==> src/sv/cbc_pkg.sv <==
`timescale 1ns / 1ps

package cbc_pkg;

    localparam int ROM_BANK_COUNT = 128;
    localparam int RAM_BANK_COUNT = 4;

    localparam int ROM_MOD_SHIFT = 14;
    localparam int ROM_MOD_MUL   = (1 << ROM_MOD_SHIFT) / ROM_BANK_COUNT;

    localparam logic [15:0] ROM_SWITCH_BASE = 16'h4000;
    localparam logic [15:0] RAM_WINDOW_BASE = 16'hA000;
    localparam logic [15:0] RAM_WINDOW_END  = 16'hC000;
    localparam logic [15:0] REG_SPACE_END   = 16'h8000;
    localparam logic [15:0] ROM_LOW_BASE    = 16'h2000;
    localparam logic [15:0] MODE_BASE       = 16'h6000;

    localparam logic [3:0] RAM_ENABLE_CODE  = 4'hA;
    localparam logic [3:0] RAM_DISABLE_CODE = 4'h0;

    localparam logic [2:0] CFG_KIND_ADDR = 3'd0;

    typedef enum logic [1:0] {
        KIND_NONE = 2'd0,
        KIND_MBC1 = 2'd1,
        KIND_MBC2 = 2'd2,
        KIND_RSVD = 2'd3
    } kind_t;

    typedef enum logic [1:0] {
        TGT_ROM   = 2'd0,
        TGT_RAM   = 2'd1,
        TGT_OTHER = 2'd2,
        TGT_REG   = 2'd3
    } target_t;

    typedef enum logic {
        ACT_READ  = 1'b0,
        ACT_WRITE = 1'b1
    } action_t;

    typedef struct packed {
        logic        action;
        logic [15:0] bus_address;
        logic [7:0]  write_byte;
    } access_t;

    typedef struct packed {
        logic [1:0]  target;
        logic [20:0] mapped_offset;
        logic        access_allowed;
    } result_t;

    function automatic logic [6:0] fix_zero_bank(input logic [6:0] b);
        return (b == 7'd0) ? 7'd1 : b;
    endfunction

    // Reduction by a constant bank count through a reciprocal multiply and one correction.
    function automatic logic [6:0] rom_bank_mod(input logic [6:0] b);
        logic [20:0] prod;
        logic [6:0]  q;
        logic [13:0] qd;
        logic [7:0]  r;
        prod = 21'(b) * 21'(ROM_MOD_MUL);
        q    = prod[20:14];
        qd   = 14'(q) * 14'(ROM_BANK_COUNT);
        r    = {1'b0, b} - {1'b0, qd[6:0]};
        if (r >= 8'(ROM_BANK_COUNT))
        begin
            r = r - 8'(ROM_BANK_COUNT);
        end
        return r[6:0];
    endfunction

    function automatic logic [1:0] ram_bank_mod(input logic [1:0] b);
        logic [2:0] r;
        r = {1'b0, b};
        for (int i = 0; i < 3; i++)
        begin
            if (r >= 3'(RAM_BANK_COUNT))
            begin
                r = r - 3'(RAM_BANK_COUNT);
            end
        end
        return r[1:0];
    endfunction

endpackage

==> src/sv/cartridge_bank_controller.sv <==
`timescale 1ns / 1ps

// Cartridge bank controller for MBC1 and MBC2 style cartridges.
// Each transfer on the access channel is one CPU bus access (read or write,
// address, data byte). Each produces exactly one transfer on the result
// channel: where the access lands, the offset into cartridge ROM or external
// RAM, and whether the access proceeds. Writes below 0x8000 update the bank
// registers in the order the accesses arrive.
// The controller kind is set through the APB port at byte address 0; the user
// must change it only while no access is in flight (the block does not enforce it).
// The access waits in the input register while the translation and register
// update logic feeds the result register, which presents the result. One access
// per cycle is sustained while the receiver keeps result_ready high.
// Reset clears the controller kind to none, the ROM bank to 1, the RAM bank
// to 0, RAM to disabled and selects ROM banking mode; both stages empty.
// When the receiver stalls, the result register holds, the input register
// fills behind it, and access_ready drops until the result is taken.
module cartridge_bank_controller (
    input  logic             clk,
    input  logic             rst_n,
    input  logic             access_valid,
    output logic             access_ready,
    input  cbc_pkg::access_t access,
    output logic             result_valid,
    input  logic             result_ready,
    output cbc_pkg::result_t result,
    input  logic             psel,
    input  logic             penable,
    input  logic             pwrite,
    input  logic [2:0]       paddr,
    input  logic [31:0]      pwdata,
    output logic [31:0]      prdata,
    output logic             pready
);
    import cbc_pkg::*;

    logic       s1_valid_reg;
    access_t    s1_item_reg;
    logic       out_valid_reg;
    result_t    out_item_reg;
    kind_t      kind_reg;
    logic [6:0] rom_bank_reg;
    logic [6:0] rom_bank_next;
    logic [1:0] ram_bank_reg;
    logic [1:0] ram_bank_next;
    logic       ram_enabled_reg;
    logic       ram_enabled_next;
    logic       rom_banking_mode_reg;
    logic       rom_banking_mode_next;

    logic       s1_advance;
    logic       s1_fire;
    logic       cfg_write;
    result_t    res;
    logic [15:0] addr;
    logic [7:0]  data;
    logic        is_mbc1;
    logic        is_mbc2;

    assign pready       = 1'b1;
    assign cfg_write    = psel && penable && pwrite && pready;
    assign prdata       = (paddr == CFG_KIND_ADDR) ? {30'd0, kind_reg} : 32'd0;

    assign s1_advance   = !out_valid_reg || result_ready;
    assign s1_fire      = s1_valid_reg && s1_advance;
    assign access_ready = !s1_valid_reg || s1_advance;
    assign result_valid = out_valid_reg;
    assign result       = out_item_reg;

    assign addr    = s1_item_reg.bus_address;
    assign data    = s1_item_reg.write_byte;
    assign is_mbc1 = (kind_reg == KIND_MBC1);
    assign is_mbc2 = (kind_reg == KIND_MBC2);

    always_comb
    begin
        logic [6:0] rom_upd;
        logic [1:0] ram_upd;
        logic       en_upd;
        logic       mode_upd;
        rom_upd  = rom_bank_reg;
        ram_upd  = ram_bank_reg;
        en_upd   = ram_enabled_reg;
        mode_upd = rom_banking_mode_reg;
        res.target         = TGT_OTHER;
        res.mapped_offset  = {5'd0, addr};
        res.access_allowed = 1'b1;

        if (s1_item_reg.action == ACT_WRITE && addr < REG_SPACE_END)
        begin
            res.target         = TGT_REG;
            res.access_allowed = 1'b0;
            if (addr < ROM_LOW_BASE)
            begin
                if ((is_mbc1 || is_mbc2) && !(is_mbc2 && addr[8]))
                begin
                    res.access_allowed = 1'b1;
                    if (data[3:0] == RAM_ENABLE_CODE)
                    begin
                        en_upd = 1'b1;
                    end
                    else if (data[3:0] == RAM_DISABLE_CODE)
                    begin
                        en_upd = 1'b0;
                    end
                end
            end
            else if (addr < ROM_SWITCH_BASE)
            begin
                if (is_mbc2)
                begin
                    res.access_allowed = 1'b1;
                    rom_upd = fix_zero_bank({3'd0, data[3:0]});
                end
                else if (is_mbc1)
                begin
                    res.access_allowed = 1'b1;
                    rom_upd = fix_zero_bank({rom_bank_reg[6:5], data[4:0]});
                end
            end
            else if (is_mbc1)
            begin
                res.access_allowed = 1'b1;
                if (addr < MODE_BASE)
                begin
                    if (rom_banking_mode_reg)
                    begin
                        rom_upd = fix_zero_bank({data[1:0], rom_bank_reg[4:0]});
                    end
                    else
                    begin
                        ram_upd = data[1:0];
                    end
                end
                else
                begin
                    mode_upd = !data[0];
                    if (!data[0])
                    begin
                        ram_upd = 2'd0;
                    end
                end
            end
        end
        else if (addr < ROM_SWITCH_BASE)
        begin
            res.target = TGT_ROM;
        end
        else if (addr < REG_SPACE_END)
        begin
            res.target        = TGT_ROM;
            res.mapped_offset = {rom_bank_mod(rom_bank_reg), addr[13:0]};
        end
        else if (addr >= RAM_WINDOW_BASE && addr < RAM_WINDOW_END)
        begin
            res.target        = TGT_RAM;
            res.mapped_offset = {6'd0, ram_bank_mod(ram_bank_reg), addr[12:0]};
            if (s1_item_reg.action == ACT_WRITE)
            begin
                res.access_allowed = ram_enabled_reg;
            end
        end

        rom_bank_next         = s1_fire ? rom_upd  : rom_bank_reg;
        ram_bank_next         = s1_fire ? ram_upd  : ram_bank_reg;
        ram_enabled_next      = s1_fire ? en_upd   : ram_enabled_reg;
        rom_banking_mode_next = s1_fire ? mode_upd : rom_banking_mode_reg;
    end

    always_ff @(posedge clk or negedge rst_n)
    begin
        if (!rst_n)
        begin
            s1_valid_reg         <= 1'b0;
            out_valid_reg        <= 1'b0;
            kind_reg             <= KIND_NONE;
            rom_bank_reg         <= 7'd1;
            ram_bank_reg         <= 2'd0;
            ram_enabled_reg      <= 1'b0;
            rom_banking_mode_reg <= 1'b1;
        end
        else
        begin
            if (access_ready)
            begin
                s1_valid_reg <= access_valid;
            end
            if (s1_advance)
            begin
                out_valid_reg <= s1_valid_reg;
            end
            if (cfg_write && paddr == CFG_KIND_ADDR)
            begin
                kind_reg <= kind_t'(pwdata[1:0]);
            end
            rom_bank_reg         <= rom_bank_next;
            ram_bank_reg         <= ram_bank_next;
            ram_enabled_reg      <= ram_enabled_next;
            rom_banking_mode_reg <= rom_banking_mode_next;
        end
    end

    always_ff @(posedge clk)
    begin
        if (access_ready && access_valid)
        begin
            s1_item_reg <= access;
        end
        if (s1_fire)
        begin
            out_item_reg <= res;
        end
    end

    a_rom_bank_nonzero: assert property (@(posedge clk) disable iff (!rst_n)
        rom_bank_reg != 7'd0)
        else $error("ROM bank register holds zero.");

    a_state_holds_when_idle: assert property (@(posedge clk) disable iff (!rst_n)
        !s1_fire |=> $stable(rom_bank_reg) && $stable(ram_bank_reg)
                     && $stable(ram_enabled_reg) && $stable(rom_banking_mode_reg))
        else $error("Bank state changed without a completed access.");

    a_rom_mode_ram_bank: assert property (@(posedge clk) disable iff (!rst_n)
        rom_banking_mode_reg |-> ram_bank_reg == 2'd0)
        else $error("RAM bank nonzero in ROM banking mode.");

    a_reg_write_offset: assert property (@(posedge clk) disable iff (!rst_n)
        result_valid && result.target == TGT_REG |-> result.mapped_offset[20:15] == 6'd0)
        else $error("Register write result carries an address above the register space.");

endmodule

==> config.mk <==
export PLATFORM = sky130hd
export DESIGN_NAME = cartridge_bank_controller
export DESIGN_NICKNAME = d
export VERILOG_FILES = /design/src/sv/cbc_pkg.sv /design/src/sv/cartridge_bank_controller.sv
export SDC_FILE = /design/constraint.sdc
export NUM_CORES = 1
export LEC_CHECK = 0
export ABC_AREA = 1
export BUFFER_PORTS_ARGS = -buffer_cell sky130_fd_sc_hd__buf_2
export CELL_PAD_IN_SITES_DETAIL_PLACEMENT = 2
export CELL_PAD_IN_SITES_GLOBAL_PLACEMENT = 2
export CORE_ASPECT_RATIO = 0.6
export CORE_MARGIN = 3
export CORE_UTILIZATION = 28
export CTS_BUF_LIST = sky130_fd_sc_hd__clkbuf_4
export DETAILED_ROUTE_END_ITERATION = 16
export PLACE_DENSITY = 0.81
export SLEW_MARGIN = 20
export SYNTH_ARGS = -nofsm -noshare
export SYNTH_HDL_FRONTEND = slang
export SYNTH_SLANG_ARGS = --single-unit
==> constraint.sdc <==
create_clock -name clk -period 1.7 [get_ports clk]
set_input_delay 0.255 -clock clk [delete_from_list [all_inputs] [get_ports clk]]
set_output_delay 0.255 -clock clk [all_outputs]
set_load 0.02 [all_outputs]
==> results of run 1 <==
-- cell usage in the layout, fill, tap and decap left out, types with 2 or more instances in the layout --
master	instances
buf_2	61
nand2_1	58
edfxtp_1	46
nor2_1	33
conb_1	31
inv_1	24
dlygate4sd3_1	23
dfrtp_1	13
o21ai_0	10
clkbuf_4	10
nand3_1	9
nor2_2	6
clkinv_1	3
buf_4	3
inv_2	2
nand2_2	2
nor2_4	2
ha_1	2
buf_12	2
dfstp_2	2
-- report_power, final --
part	switching, W	internal [W]	total [W]
Sequential	0.0000788	0.00180	0.00188
Clock	0.000527	0.000448	0.000975
Combinational	0.000477	0.000231	0.000709
Total	0.00108	0.00248	0.00356
-- cell type report --
| class | instances | area [um^2] | share of cell area [%] |
|---|---|---|---|
| antenna | 1 | 2.502 | 0.07194 |
| clock buffer | 10 | 75.07 | 2.158 |
| clock inverter | 6 | 53.80 | 1.547 |
| inverter | 27 | 103.9 | 2.986 |
| multi-input combinational | 163 | 723.2 | 20.79 |
| sequential | 61 | 1759 | 50.58 |
| tap | 130 | 162.7 | 4.676 |
| timing repair buffer | 89 | 598.1 | 17.19 |
-- routing by layer --
layer	GRT usage, %	wire [um]	part of all wire [%]	up-vias
met4	4.668	89	1.3	0
met1	16.59	3122	44	951
met5	0	0	0	-
met3	4.661	397	5.6	12
li1	-	-	-	956
met2	23.89	3501	49	56
-- final timing paths --
check | endpoint | slack (ns)
worst max-delay path | rom_bank_reg[4] | 0.14
worst min-delay path | kind_reg[1] | 0.06
worst max register to register | rom_bank_reg[4] | 0.14
worst min register to register | result[12] | 0.43
max in group asynchronous | rom_banking_mode_reg | 1.10
min in group asynchronous | s1_valid_reg | 0.26
-- worst min-delay path, stage by stage --
cell and delay [ns]:
buf_2 0.08, nand2_1 0.04, o21ai_0 0.07
-- logic make-up after synthesis --
kind of cell,share of synthesized area (%)
DFF,65.09
AOI/OAI and AO/OA,3.102
and+or+nand+nor,18.24
adders and majority gates,0.9258
other,0.2779
buffers and inverters,12.36
-- repair_timing --
action / 4_1_cts / 5_1_grt
hold buffers: 23 / 0
endpoints found under the setup margin: 0 / 8
resized for setup: 0 / 3
setup buffers: 0 / 2
endpoints found under the hold margin: 35 / 0
-- per-stage QoR --
stage | TNS [ns] | hold slack (ns) | utilization (%)
after global routing | -0.001085 | 0.04394 | 37.41
after CTS | 0 | 0.02551 | 37.17
after detailed placement | 0 | 0.2081 | 33.31
after global placement | 0 | 0.2048 | 33.31
after floorplan | 0 | -0.04059 | -
final | 0 | 0.06409 | 37.44
==> impl_metrics.ini, run 1 <==
[status]
status = completed

[placed_design]
port_buffers = 61
placed_area_mm2 = 0.003094
place_congestion = 0.8645
placedCellCount = 445
place_worst_setup_slack_ns = 0.1142
hpwlAfterDp_um = 5400

[floorplanning]
dieArea_mm2 = 0.01091
start_util_pct = 29.09
num_rows = 27
core_region_area_mm2 = 0.009290
ioPinCount = 126
die_y_um = 82.10
dieWidth_um = 132.8

[sta]
fmax_mhz = 642.6
finalHoldViolCount = 0
fin_worst_skew_ns = 0.01647
fin_crit_ns = 1.556
final-max-slew-violation-count = 0
setup_viol = 0
fin_ws_ns = 0.1437
timing.final.crit_share_pct = 91.55

[detailed_routing]
vias = 1975
postRouteAntennaNets = 0
viasPerCell = 4.055
remaining_drc_errors = 0
wl_per_cell_um = 14.60
drt_pre_antenna_iters = 4
wirelength_um = 7111
drt_iter0_markers = 98

[synth]
yosysTopAreaCellShare_pct = 51.11
synth-async-reset-ratio_pct = 24.59
synth_edf_count = 46
synthTopCellsByArea = edfxtp_1, dfrtp_1, buf_4
synth_top_area_cell = edfxtp_1
yosysMostFrequentCell = nand2_1
syn_inst = 253
yosys-top-cells-count = nand2_1, edfxtp_1, nor2_1
ys_types = 25
ys_warn_count = 0
seq_area_frac_synth_pct = 65.09
avgSynthCellArea_um2 = 10.68
synth_seq_cells = 61
synth_ff_type = edfxtp_1
syn-cell-area_mm2 = 0.002703

[critical_path]
crit_required_ns = 2.00
r2r_start = addr[15]
crit_path_start_kind = flip-flop
cp_slowest_cell = edfxtp_1
cp_max_fo = 5
crit_chain = nor2_2, nor2_2, nor2_2, nand2_1, nor2_1, nand2_1, nand2_1, nand2_1
reg2reg_depth = 8
cp.depth = 8
crit_type = reg2reg
endpoint_kind = flip-flop
critPathBufInv = 0
crit_path_max_incr_delay_ns = 0.52
worst_path_most_repeated_cell = nand2_1
crit_start = addr[15]
crit_family = simple AND/OR/NAND/NOR gates
arrival_ns = 1.86

[hold_path]
min_path_type = in2reg
holdPathStages = 3
hp-start = pwdata[1]

[clocking]
cts_made_buffers = 9
cts_tree = done
htreeDepth = 3
insertion_delay_ns = 0.42
path_clk_slew_ns = 0.10
clock-sinks = 61
max-clock-path-buffers = 2
cts_root_buf = clkbuf_4

[finish]
fillers = 1029
nets = 420
largest_register_ffs = 24
final_cells = 487
drive_gt1_share_pct = 26.97
syn2layout_area_growth_pct = 28.70
fin_area_mm2 = 0.003478

[global_route]
grt_pass1_vias = 2129
gr-total-overflow = 0
grt_start_max_net_pins = 24
grt_pass1_wl_um = 11220
grt_util_all_layers_pct = 13.85
antenna_found_initial = 0

[power]
leakagePower_nw = 1.580
ir_worst_vdd_v = 0.0004299
p_per_area_mw_per_mm2 = 1024
finalPower_w = 0.003564

[flow_run]
maxCapViolations = 0
(Power assumes the default switching activity.)
==> inputs of run 2 (changes only) <==
--- a/config.mk
+++ b/config.mk
@@ -7,7 +7,7 @@
 export LEC_CHECK = 0
 export ABC_AREA = 1
 export BUFFER_PORTS_ARGS = -buffer_cell sky130_fd_sc_hd__buf_2
-export CELL_PAD_IN_SITES_DETAIL_PLACEMENT = 2
+export CELL_PAD_IN_SITES_DETAIL_PLACEMENT = 0
 export CELL_PAD_IN_SITES_GLOBAL_PLACEMENT = 2
 export CORE_ASPECT_RATIO = 0.6
 export CORE_MARGIN = 3
@@ -19,3 +19,4 @@
 export SYNTH_ARGS = -nofsm -noshare
 export SYNTH_HDL_FRONTEND = slang
 export SYNTH_SLANG_ARGS = --single-unit
+export TNS_END_PERCENT = 5
==> impl_metrics.ini, run 2 (synthesis gave the netlist of run 1 again) <==
[status]
status = completed

[finish]
nets = 418
most-common-layout-cells = buf_2, nand2_1, edfxtp_1
drive_gt1_share_pct = 26.14
fillers = 937
fin_area_mm2 = 0.003446
final_common_cell = buf_2
final-seq-area_mm2 = 0.001759
largest_register_ffs = 24
antennaDiodeCount = 0
syn2layout_area_growth_pct = 27.50
multi_input_area_um2 = 718.2

[clocking]
ctsResizeCount = 0
max-clock-path-buffers = 2
cts_root_buf = clkbuf_4
cts_tree = done
cts_made_buffers = 9
postCtsSetupBuffers = 0
htreeDepth = 3
path_clk_slew_ns = 0.10
insertion_delay_ns = 0.39
clock-sinks = 61

[critical_path]
crit_type = reg2reg
crit_chain = inv_2, nand2_4, nor2_1, o21bai_1, nand2_1, nand2_1, nand2_1
cp_slowest_cell = edfxtp_1
crit_path_start_kind = flip-flop
crit_path_max_incr_delay_ns = 0.48
cp_max_fo = 9
crit_family = simple AND/OR/NAND/NOR gates
worst_path_most_repeated_cell = nand2_1
crit_required_ns = 1.99
arrival_ns = 1.81
endpoint_kind = flip-flop
critPathBufInv = 1

[detailed_routing]
drt_pre_antenna_iters = 4
wl_per_cell_um = 11.70
drt_iter0_markers = 98
postRouteAntennaNets = 0
remaining_drc_errors = 0
vias = 1850
viasPerCell = 3.838
wirelength_um = 5637

[placed_design]
placed_area_mm2 = 0.003094
place_congestion = 0.8645
port_buffers = 61
hpwlAfterDp_um = 4186
place_worst_setup_slack_ns = 0.1906

[sta]
finalHoldViolCount = 0
fmax_mhz = 657.7
fin_worst_skew_ns = 0.008036
final-max-slew-violation-count = 0
setup_viol = 0
timing.final.crit_share_pct = 89.43
rsz0062_at_grt = no
finalSetupTns_ns = 0
fin_crit_ns = 1.520
fin_ws_ns = 0.1797

[floorplanning]
core_region_area_mm2 = 0.009290
start_util_pct = 29.09
dieWidth_um = 132.8
ioPinCount = 126
dieArea_mm2 = 0.01091
num_rows = 27
die_y_um = 82.10

[global_route]
grt_util_all_layers_pct = 10.90
antenna_found_initial = 0
grt_pass1_wl_um = 8666
gr-total-overflow = 0
grt_start_max_net_pins = 24
grt_pass1_vias = 1651

[flow_run]
maxCapViolations = 0

[power]
ir_worst_vdd_v = 0.0004936
leakagePower_nw = 1.572
p_per_area_mw_per_mm2 = 1012

[hold_path]
min_path_type = in2reg
==> run 2: cell types whose count changed in the layout (fill, tap and decap cells not counted), sizes merged <==
cell      change
clkinv        -2
diode         -1
clkbuf        +1
clkinvlp      -1
buf           -2
==> run 2: where the power goes <==
group | total, W | leakage [nW] | internal, W | switching (W)
sequential | 0.00187 | 0.636 | 0.00180 | 0.0000703
combinational | 0.000673 | 0.866 | 0.000226 | 0.000446
clock | 0.000944 | 0.0702 | 0.000460 | 0.000484
==> run 2: area by class of cell <==
cell class                 instances  area share [%]
clock buffer                      11           2.397
multi-input combinational        163           20.84
inverter                          27           2.941
tap                              130           4.720
clock inverter                     3           1.126
sequential                        61           51.05
timing repair buffer              87           16.92
==> run 2: per-layer routing <==
metal / vias up / GRT usage, % / part of all wire [%]
met1: 842 / 15.62 / 52
met4: 0 / 3.423 / 0.76
met2: 57 / 14.02 / 41
met5: - / 0 / 0
met3: 6 / 5.448 / 6.2
li1: 945 / - / -
==> run 2: worst register-to-register path, cell delays in order (launching register included) <==
cell      delay (ns)
edfxtp_1        0.48
inv_2           0.19
nand2_4         0.12
nor2_1          0.20
o21bai_1        0.14
nand2_1         0.15
nand2_1         0.09
nand2_1         0.05
==> run 2: stage by stage <==
stage	util [%]	cells	hold slack (ns)	power [W]
floorplan	-	282	-0.04059	0.002362
global placement	33.31	445	0.2048	0.002537
detailed placement	33.31	445	0.2107	0.002544
CTS	36.88	480	0.0006287	0.003553
global route	37.09	482	0.01375	0.003719
finish	37.09	482	0.06162	0.003488
==> run 2: path summary, 6_finish.rpt <==
| path | cells past startpoint | slack [ns] | end | from |
|---|---|---|---|---|
| setup / recovery | 7 | 0.18 | rom_bank_reg[3] | addr[15] |
| hold / removal | 3 | 0.06 | kind_reg[1] | pwdata[1] |
| setup reg to reg | 7 | 0.18 | rom_bank_reg[3] | addr[15] |
| hold reg to reg | 0 | 0.43 | result[3] | addr[2] |
| max in group asynchronous | 2 | 1.09 | rom_bank_reg[0] | rst_n |
| min in group asynchronous | 2 | 0.30 | ram_bank_reg[1] | rst_n |
==> run 2: timing repair <==
item | in CTS | in global routing
hold buffers | 21 | 2
endpoints found under the hold margin | 33 | 2
setup endpoints to repair | 0 | 0
